**config.mk**
```make
export PLATFORM = sky130hd
export DESIGN_NAME = totp_code_generator
export DESIGN_NICKNAME = d
export VERILOG_FILES = /design/src/rtl/core/totp_pkg.sv /design/src/rtl/core/totp_datapath.sv /design/src/rtl/core/totp_ctrl.sv /design/src/rtl/core/totp_code_generator.sv
export SDC_FILE = /design/constraint.sdc
export NUM_CORES = 2
export LEC_CHECK = 0
export ABC_AREA = 1
export BUFFER_PORTS_ARGS = -buffer_cell sky130_fd_sc_hd__buf_4
export CORE_MARGIN = 2
export CORE_UTILIZATION = 45
export CTS_CLUSTER_SIZE = 28
export DETAILED_ROUTE_END_ITERATION = 10
export SYNTH_ARGS = -nofsm -noshare
export SYNTH_HDL_FRONTEND = slang
export SYNTH_SLANG_ARGS = --single-unit
```
**constraint.sdc**
```tcl
create_clock -name aclk -period 16.6 [get_ports aclk]
set_input_delay 2.49 -clock aclk [delete_from_list [all_inputs] [get_ports aclk]]
set_output_delay 2.49 -clock aclk [all_outputs]
set_load 0.05 [all_outputs]
```
**src/rtl/core/totp_pkg.sv**
```systemverilog
// ---------------------------------------------------------------------------
// TOTP package
// Shared types and SHA-1 constants for the TOTP code generator.
// ---------------------------------------------------------------------------
package totp_pkg;

    localparam int KEY_WORDS = 8;
    localparam int CFG_IDX_W = 4;
    localparam int CODE_W    = 20;
    localparam int TS_W      = 32;
    localparam int RND_W     = 7;
    localparam int BLK_W     = 2;

    localparam logic [RND_W-1:0] LAST_ROUND    = 7'd79;
    localparam logic [RND_W-1:0] LAST_MOD_STEP = 7'd2;
    localparam logic [BLK_W-1:0] LAST_BLOCK    = 2'd3;

    localparam logic [BLK_W-1:0] BLK_INNER_KEY = 2'd0;
    localparam logic [BLK_W-1:0] BLK_INNER_MSG = 2'd1;
    localparam logic [BLK_W-1:0] BLK_OUTER_KEY = 2'd2;
    localparam logic [BLK_W-1:0] BLK_OUTER_MSG = 2'd3;

    localparam logic [31:0] IV0 = 32'h67452301;
    localparam logic [31:0] IV1 = 32'hefcdab89;
    localparam logic [31:0] IV2 = 32'h98badcfe;
    localparam logic [31:0] IV3 = 32'h10325476;
    localparam logic [31:0] IV4 = 32'hc3d2e1f0;

    localparam logic [31:0] K0 = 32'h5a827999;
    localparam logic [31:0] K1 = 32'h6ed9eba1;
    localparam logic [31:0] K2 = 32'h8f1bbcdc;
    localparam logic [31:0] K3 = 32'hca62c1d6;

    localparam logic [31:0] IPAD      = 32'h36363636;
    localparam logic [31:0] OPAD      = 32'h5c5c5c5c;
    localparam logic [31:0] PAD_WORD  = 32'h80000000;
    localparam logic [31:0] INNER_LEN = 32'd576;
    localparam logic [31:0] OUTER_LEN = 32'd672;

    typedef enum logic [2:0] {
        OP_NONE,
        OP_START,
        OP_LOAD,
        OP_ROUND,
        OP_ADD,
        OP_TRUNC,
        OP_MOD,
        OP_OUT
    } totp_op_t;

    typedef struct packed {
        totp_op_t         op;
        logic [BLK_W-1:0] blk;
        logic [RND_W-1:0] rnd;
    } totp_cmd_t;

endpackage

```
**src/rtl/core/totp_datapath.sv**
```systemverilog
// ---------------------------------------------------------------------------
// TOTP datapath
// Key registers, one SHA-1 round per cycle, truncation and reciprocal modulo.
// ---------------------------------------------------------------------------
module totp_datapath #(
    parameter int CODE_MODULUS = 1000000
) (
    input  logic                              aclk,
    input  logic                              aresetn,
    input  logic                              cfg_valid,
    input  logic [totp_pkg::CFG_IDX_W-1:0]    cfg_index,
    input  logic [63:0]                       cfg_data,
    input  logic [totp_pkg::TS_W-1:0]         s_time_step,
    input  totp_pkg::totp_cmd_t               cmd,
    output logic [totp_pkg::CODE_W-1:0]       code
);
    import totp_pkg::*;

    // The quotient estimate floor(val * RECIP / 2^31) is at most one below the
    // true quotient, so a single compare and subtract finishes the remainder.
    localparam logic [31:0] MOD_K = 32'(CODE_MODULUS);
    localparam logic [31:0] RECIP = 32'((64'd1 << 31) / 64'(CODE_MODULUS));

    logic [63:0]       key_reg [KEY_WORDS];
    logic [31:0]       h_reg   [5];
    logic [31:0]       inner_reg [5];
    logic [31:0]       wnd_reg [16];
    logic [31:0]       a_reg, b_reg, c_reg, d_reg, e_reg;
    logic [TS_W-1:0]   ts_reg;
    logic [30:0]       val_reg;
    logic [31:0]       q_reg;
    logic [31:0]       qm_reg;
    logic [31:0]       rem_reg;
    logic [CODE_W-1:0] code_reg;

    logic [31:0]  f_val, k_val, t_val, w_new, pad;
    logic [31:0]  h_start [5];
    logic [31:0]  blk_w [16];
    logic [159:0] digest;
    logic [7:0]   dig_base;
    logic [31:0]  trunc_word;
    logic [62:0]  mul_full;
    logic [31:0]  qm_next, diff, rem_next;

    always_ff @(posedge aclk) begin
        if (!aresetn) begin
            for (int i = 0; i < KEY_WORDS; i++) key_reg[i] <= '0;
        end else if (cfg_valid && (cfg_index < CFG_IDX_W'(KEY_WORDS))) begin
            key_reg[cfg_index[2:0]] <= cfg_data;
        end
    end

    always_comb begin
        priority if (cmd.rnd < 7'd20) begin
            f_val = d_reg ^ (b_reg & (c_reg ^ d_reg));
            k_val = K0;
        end else if (cmd.rnd < 7'd40) begin
            f_val = b_reg ^ c_reg ^ d_reg;
            k_val = K1;
        end else if (cmd.rnd < 7'd60) begin
            f_val = (b_reg & c_reg) | (d_reg & (b_reg | c_reg));
            k_val = K2;
        end else begin
            f_val = b_reg ^ c_reg ^ d_reg;
            k_val = K3;
        end
        t_val = {a_reg[26:0], a_reg[31:27]} + f_val + k_val + e_reg + wnd_reg[0];
        w_new = wnd_reg[13] ^ wnd_reg[8] ^ wnd_reg[2] ^ wnd_reg[0];
        w_new = {w_new[30:0], w_new[31]};
    end

    // Block contents and starting chaining value for the block being loaded.
    always_comb begin
        pad = (cmd.blk == BLK_OUTER_KEY) ? OPAD : IPAD;
        for (int i = 0; i < 16; i++) blk_w[i] = '0;
        unique case (cmd.blk)
            BLK_INNER_KEY, BLK_OUTER_KEY: begin
                for (int j = 0; j < KEY_WORDS; j++) begin
                    blk_w[2*j]   = key_reg[j][63:32] ^ pad;
                    blk_w[2*j+1] = key_reg[j][31:0] ^ pad;
                end
            end
            BLK_INNER_MSG: begin
                blk_w[1]  = ts_reg;
                blk_w[2]  = PAD_WORD;
                blk_w[15] = INNER_LEN;
            end
            default: begin
                for (int i = 0; i < 5; i++) blk_w[i] = inner_reg[i];
                blk_w[5]  = PAD_WORD;
                blk_w[15] = OUTER_LEN;
            end
        endcase
        if (cmd.blk[0]) begin
            for (int i = 0; i < 5; i++) h_start[i] = h_reg[i];
        end else begin
            h_start[0] = IV0; h_start[1] = IV1; h_start[2] = IV2;
            h_start[3] = IV3; h_start[4] = IV4;
        end
    end

    always_comb begin
        digest     = {h_reg[0], h_reg[1], h_reg[2], h_reg[3], h_reg[4]};
        dig_base   = 8'd159 - {1'b0, h_reg[4][3:0], 3'b000};
        trunc_word = digest[dig_base -: 32];
        mul_full   = 63'({1'b0, val_reg}) * 63'(RECIP);
        qm_next    = q_reg * MOD_K;
        diff       = {1'b0, val_reg} - qm_reg;
        rem_next   = (diff >= MOD_K) ? diff - MOD_K : diff;
    end

    always_ff @(posedge aclk) begin
        unique case (cmd.op)
            OP_START: ts_reg <= s_time_step;
            OP_LOAD: begin
                if (cmd.blk == BLK_OUTER_KEY) begin
                    for (int i = 0; i < 5; i++) inner_reg[i] <= h_reg[i];
                end
                for (int i = 0; i < 5; i++) h_reg[i] <= h_start[i];
                for (int i = 0; i < 16; i++) wnd_reg[i] <= blk_w[i];
                a_reg <= h_start[0];
                b_reg <= h_start[1];
                c_reg <= h_start[2];
                d_reg <= h_start[3];
                e_reg <= h_start[4];
            end
            OP_ROUND: begin
                for (int i = 0; i < 15; i++) wnd_reg[i] <= wnd_reg[i+1];
                wnd_reg[15] <= w_new;
                e_reg <= d_reg;
                d_reg <= c_reg;
                c_reg <= {b_reg[1:0], b_reg[31:2]};
                b_reg <= a_reg;
                a_reg <= t_val;
            end
            OP_ADD: begin
                h_reg[0] <= h_reg[0] + a_reg;
                h_reg[1] <= h_reg[1] + b_reg;
                h_reg[2] <= h_reg[2] + c_reg;
                h_reg[3] <= h_reg[3] + d_reg;
                h_reg[4] <= h_reg[4] + e_reg;
            end
            OP_TRUNC: val_reg <= trunc_word[30:0];
            // Modulo steps in order: quotient estimate, its product, the correction.
            OP_MOD: begin
                q_reg   <= mul_full[62:31];
                qm_reg  <= qm_next;
                rem_reg <= rem_next;
            end
            OP_OUT:  code_reg <= rem_reg[CODE_W-1:0];
            default: ;
        endcase
    end

    assign code = code_reg;

endmodule

```
**src/rtl/core/totp_ctrl.sv**
```systemverilog
// ---------------------------------------------------------------------------
// TOTP controller
// Sequences the four compressions, truncation, modulo and result transfer.
// ---------------------------------------------------------------------------
module totp_ctrl (
    input  logic                aclk,
    input  logic                aresetn,
    input  logic                s_valid,
    output logic                s_ready,
    output logic                m_valid,
    input  logic                m_ready,
    output totp_pkg::totp_cmd_t cmd
);
    import totp_pkg::*;

    typedef enum logic [6:0] {
        ST_IDLE  = 7'b0000001,
        ST_LOAD  = 7'b0000010,
        ST_ROUND = 7'b0000100,
        ST_ADD   = 7'b0001000,
        ST_TRUNC = 7'b0010000,
        ST_MOD   = 7'b0100000,
        ST_OUT   = 7'b1000000
    } state_t;

    state_t           state_reg, state_next;
    logic [RND_W-1:0] rnd_reg, rnd_next;
    logic [BLK_W-1:0] blk_reg, blk_next;
    logic             m_valid_reg, m_valid_next;

    always_comb begin
        state_next   = state_reg;
        rnd_next     = rnd_reg;
        blk_next     = blk_reg;
        m_valid_next = m_valid_reg && !m_ready;
        cmd.op       = OP_NONE;
        cmd.blk      = blk_reg;
        cmd.rnd      = rnd_reg;
        unique case (state_reg)
            ST_IDLE: begin
                if (s_valid) begin
                    cmd.op     = OP_START;
                    blk_next   = BLK_INNER_KEY;
                    state_next = ST_LOAD;
                end
            end
            ST_LOAD: begin
                cmd.op     = OP_LOAD;
                rnd_next   = '0;
                state_next = ST_ROUND;
            end
            ST_ROUND: begin
                cmd.op   = OP_ROUND;
                rnd_next = rnd_reg + 7'd1;
                if (rnd_reg == LAST_ROUND) state_next = ST_ADD;
            end
            ST_ADD: begin
                cmd.op = OP_ADD;
                if (blk_reg == LAST_BLOCK) begin
                    state_next = ST_TRUNC;
                end else begin
                    blk_next   = blk_reg + 2'd1;
                    state_next = ST_LOAD;
                end
            end
            ST_TRUNC: begin
                cmd.op     = OP_TRUNC;
                rnd_next   = '0;
                state_next = ST_MOD;
            end
            ST_MOD: begin
                cmd.op   = OP_MOD;
                rnd_next = rnd_reg + 7'd1;
                if (rnd_reg == LAST_MOD_STEP) state_next = ST_OUT;
            end
            ST_OUT: begin
                // The result register is reloaded only once the previous code is taken.
                if (!m_valid_reg || m_ready) begin
                    cmd.op       = OP_OUT;
                    m_valid_next = 1'b1;
                    state_next   = ST_IDLE;
                end
            end
            default: state_next = ST_IDLE;
        endcase
    end

    always_ff @(posedge aclk) begin
        if (!aresetn) begin
            state_reg   <= ST_IDLE;
            rnd_reg     <= '0;
            blk_reg     <= '0;
            m_valid_reg <= 1'b0;
        end else begin
            state_reg   <= state_next;
            rnd_reg     <= rnd_next;
            blk_reg     <= blk_next;
            m_valid_reg <= m_valid_next;
        end
    end

    assign s_ready = (state_reg == ST_IDLE);
    assign m_valid = m_valid_reg;

endmodule

```
**src/rtl/core/totp_code_generator.sv**
```systemverilog
// From input transfer to result valid: four SHA-1 blocks, each a load, the rounds
// and an add, on the single shared round unit, then truncation, modulo and output.
// A new time step is taken only after the previous code is loaded for output.
// A finished code waits in the output register while the next time step is taken.
// Reset (aresetn, synchronous, active low) clears the control state and the key.
// ---------------------------------------------------------------------------
// TOTP code generator
// HMAC-SHA1 over a time step with HOTP dynamic truncation and modulo.
// ---------------------------------------------------------------------------
module totp_code_generator #(
    parameter int CODE_MODULUS = 1000000
) (
    input  logic                              aclk,
    input  logic                              aresetn,
    input  logic                              cfg_valid,
    output logic                              cfg_ready,
    input  logic [totp_pkg::CFG_IDX_W-1:0]    cfg_index,
    input  logic [63:0]                       cfg_data,
    input  logic                              s_valid,
    output logic                              s_ready,
    input  logic [totp_pkg::TS_W-1:0]         s_time_step,
    output logic                              m_valid,
    input  logic                              m_ready,
    output logic [totp_pkg::CODE_W-1:0]       m_code
);
    import totp_pkg::*;

    totp_cmd_t cmd;

    assign cfg_ready = 1'b1;

    totp_ctrl u_ctrl (
        .aclk    (aclk),
        .aresetn (aresetn),
        .s_valid (s_valid),
        .s_ready (s_ready),
        .m_valid (m_valid),
        .m_ready (m_ready),
        .cmd     (cmd)
    );

    totp_datapath #(.CODE_MODULUS(CODE_MODULUS)) u_dp (
        .aclk        (aclk),
        .aresetn     (aresetn),
        .cfg_valid   (cfg_valid),
        .cfg_index   (cfg_index),
        .cfg_data    (cfg_data),
        .s_time_step (s_time_step),
        .cmd         (cmd),
        .code        (m_code)
    );

endmodule

```
==> results.md <==
- Yosys reg bits: around 1700
- Syn Std Cell Area: just under 0.1 mm²
- Dominant synthesized flop cell: edfxtp_1
- Area growth, synth to finish: 10.3%
- Top cell type's share of synthesized area: 50.9%
- Number of global-route vias before repair: 74135
- Routability cong.: slightly above 1
- HP Class: flop to flop
- Synth warnings: 0
- Post-layout util: 49.9%
- Power after layout: 14.3 mW
- Die Area: 0.220 mm²
- CTS Buffer Depth: 3
- Buf/Inv on CP: 5
- Crit path time final: 7460 ps
- Largest net degree at the start of global routing: 242
- CP most frequent cell: nand2_1
- Syn avg cell area: between 9 and 10 µm²
- Final Hold Fails: 0
- Fmax: 134 MHz
- Power Dens Cells: around 130 mW/mm²
- Area contributors post-synth: edfxtp_1 (51%), nand2_1 (10%), ha_1 (5.9%), fa_1 (4.9%), o21ai_0 (4.6%)
- CP peak stage delay: ~900 ps
- Setup CP Type: flop to flop
- Clock root buffer: clkbuf_16
- Vias after detailed routing: just under 80000
- Drt pass-1 iters: 6
- Post-Syn Nets: 11169
- Post-DP HPWL: 281000 µm
- Async set-reset flop share out of synthesis: 0%
- Cts repair resizes: 0
- Drt initial violations: between 8000 and 9000
- Number of port buffers: about 130
- Initial Util: 45.3%
- Final ANT Viol Nets: 0
- Clock slew at reported path FFs: 60 ps
- Final Slew Violations: 0
- Least-Margin Pin Slew: roughly 1300 ps
- Layout Skew: 62.3 ps
- M2 GR Usage: a little over half
- Crit path launch type: flop
- Mapped Cells: 10372
- First-pass GRT wire length: 544000 µm
- Met3 GRT Util: 7.06%
- Post-route clock period utilization: 44.9%
- Worst slack, placed: 9270 ps
- H-tree Lvls: 4
- Die X: 469 µm
- Clock Latency Late Sink: 890 ps
- Final nets: between 10000 and 15000
- Status: finished clean
- Slowest cell on crit path: o21ai_0
- Final setup viols: 0
- CTS tree: done
- Synth area leader: edfxtp_1
- Die Span Y: 469 µm
- DR WL/cell: 28.7 µm
- Met1 GRT Util: 48.8%
- CTS Sinks: 1662
- IO Count: 128
- Sum of negative setup slack: 0 ps
- Fin worst setup slack: 9140 ps
- Cts bufs inserted: 185
- Hold Slack: a little over 400 ps
- Max IR drop VDD: 134 µV
- Post-synth EDFFs: 1645
- Antenna violations before repair: 42
- Global route hottest layer: met2
- Max Cap Violations: 0
- Worst Path Arrival: 8100 ps
- Post-CTS Setup Bufs: 0
- Final WL: 384000 µm
- DRC violations left: 0
- Sequential fraction of the synthesis area: 51.2%
- Unrepaired setup endpoints after global routing: no
- WP data required: 17230 ps
- Distinct cells, synth: 63
- Total grt overflow: 0
- Crit path capture type: flop
- Max_slew headroom: 10.4%
- CP delay by family, top: compound AO/OA/AOI/OAI gates
- Core area: 0.215 mm²
- Post-CTS Hold Fix Bufs: 0
- Layout cells sized above 1: 6.16%
- Core Rows: 170
- Detailed-route vias per instance: 5.81
- Critical path fanouts, max: 37
- Leak pwr: ~43 nW
- Total GRT Usage: 34.7%
-- per-layer routing --
| layer | wire length (µm) | share of wire (%) |
|---|---|---|
| met5 | 87 | 0.023 |
| met4 | 17700 | 4.6 |
| met2 | 168000 | 44 |
| met3 | 33400 | 8.7 |
| met1 | 165000 | 43 |
-- worst register-to-register path, stage by stage (launching register included) --
cell and delay, ps:
dfxtp_1 330, nand2_1 100, nor2_1 70, nor2_1 530
nand2_1 160, buf_4 330, nand2_1 140, buf_4 450
nor2_1 130, a211oi_1 290, fa_1 490, inv_1 90
fa_1 430, fa_1 450, inv_1 90, ha_1 170
inv_1 70, fa_1 460, o21ai_0 540, nand2_1 110
nand2_1 80, a21oi_1 140, o21ai_0 900, a21oi_1 240
o21bai_1 240, nand2_1 70, nand3_1 90, nand2_1 60
-- metrics by stage --
stage	instances	instance area (µm²)
floorplan	10372	97100
global placement	13008	101000
detailed placement	13008	101000
CTS	13353	107000
global route	13357	107000
finish	13377	107000
-- report_power, final --
| group | switching (mW) | internal [mW] |
|---|---|---|
| sequential | 0.438 | 5.31 |
| clock | 1.86 | 2.22 |
| combinational | 3.13 | 1.34 |
| total | 5.43 | 8.87 |
-- placed cells by master, fill, tap and decap left out, types with 13 or more instances in the layout --
cell type / count
nor3_1: 60
xnor2_1: 231
o31ai_1: 138
buf_4: 263
a221oi_1: 29
nand3b_1: 17
a21o_1: 39
nand3_1: 329
inv_1: 1069
a21oi_1: 380
a211oi_1: 30
edfxtp_1: 1645
clkbuf_1: 43
ha_1: 454
clkinv_1: 46
nand2_2: 21
clkinv_2: 34
o221ai_1: 32
o21bai_1: 46
diode_2: 24
xor2_1: 161
o21ai_0: 893
a32o_1: 13
nor2_1: 985
mux2i_1: 21
clkbuf_16: 186
fa_1: 236
nand4_1: 51
o2111ai_1: 20
dfxtp_1: 16
a31oi_1: 119
nand2_1: 2628
or2_2: 45
o22ai_1: 19
o211ai_1: 40
-- area by class of cell --
class	count	area (µm²)
Clock inverter	113	1060
Clock buffer	232	4860
Tap cell	2838	3550
Multi-Input combinational cell	7157	41700
Antenna cell	24	60.1
Sequential cell	1662	49700
Timing Repair Buffer	267	2050
Fill cell	20059	107000
Inverter	1084	4080
-- path summary, 6_finish.rpt --
path,cells past startpoint,slack [ps],startpoint,to
setup / recovery,27,9140,u_ctrl.rnd_reg[2],u_dp.a_reg[23]
hold / removal,0,410,u_dp.rem_reg[4],u_dp.code[4]
setup reg to reg,27,9140,u_ctrl.rnd_reg[2],u_dp.a_reg[23]
hold reg to reg,0,410,u_dp.rem_reg[4],u_dp.code[4]
-- synth_stat cells, types with 6 or more instances --
cell       number
o211ai_1       40
inv_2           6
a221oi_1       29
clkbuf_1      424
o2111ai_1      20
or2_2          45
edfxtp_1     1645
nand3b_1       17
xnor2_1       231
o31ai_1       138
nand4_1        51
nor4_1         13
a211oi_1       30
nand2_1      2649
fa_1          236
nor3_1         60
buf_2           9
nor2_2          6
a41oi_1         8
a21o_1         39
ha_1          456
o22ai_1        19
and3_1          7
buf_1          34
nand2_2        12
xor2_1        161
a31oi_1       119
inv_1        1074
o221ai_1       32
a21oi_1       380
nor2_1        994
nand3_1       329
a32o_1         13
mux2i_1        21
o21ai_0       893
dfxtp_1        17
o21bai_1       46
a21boi_0       12
-- cell families after synthesis --
family / count (synthesis) / share of synthesized area (%)
AOI/OAI and AO/OA: 1855 / 11.1
xor gates and xnor gates: 392 / 3.53
adders and majority gates: 692 / 10.7
buffers and inverters: 1553 / 6.02
DFF: 1662 / 51.2
muxes: 21 / 0.216
other: 1 / 0.00386
and+or+nand+nor: 4196 / 17.2
Note: power is estimated with default switching activity, not from simulation.
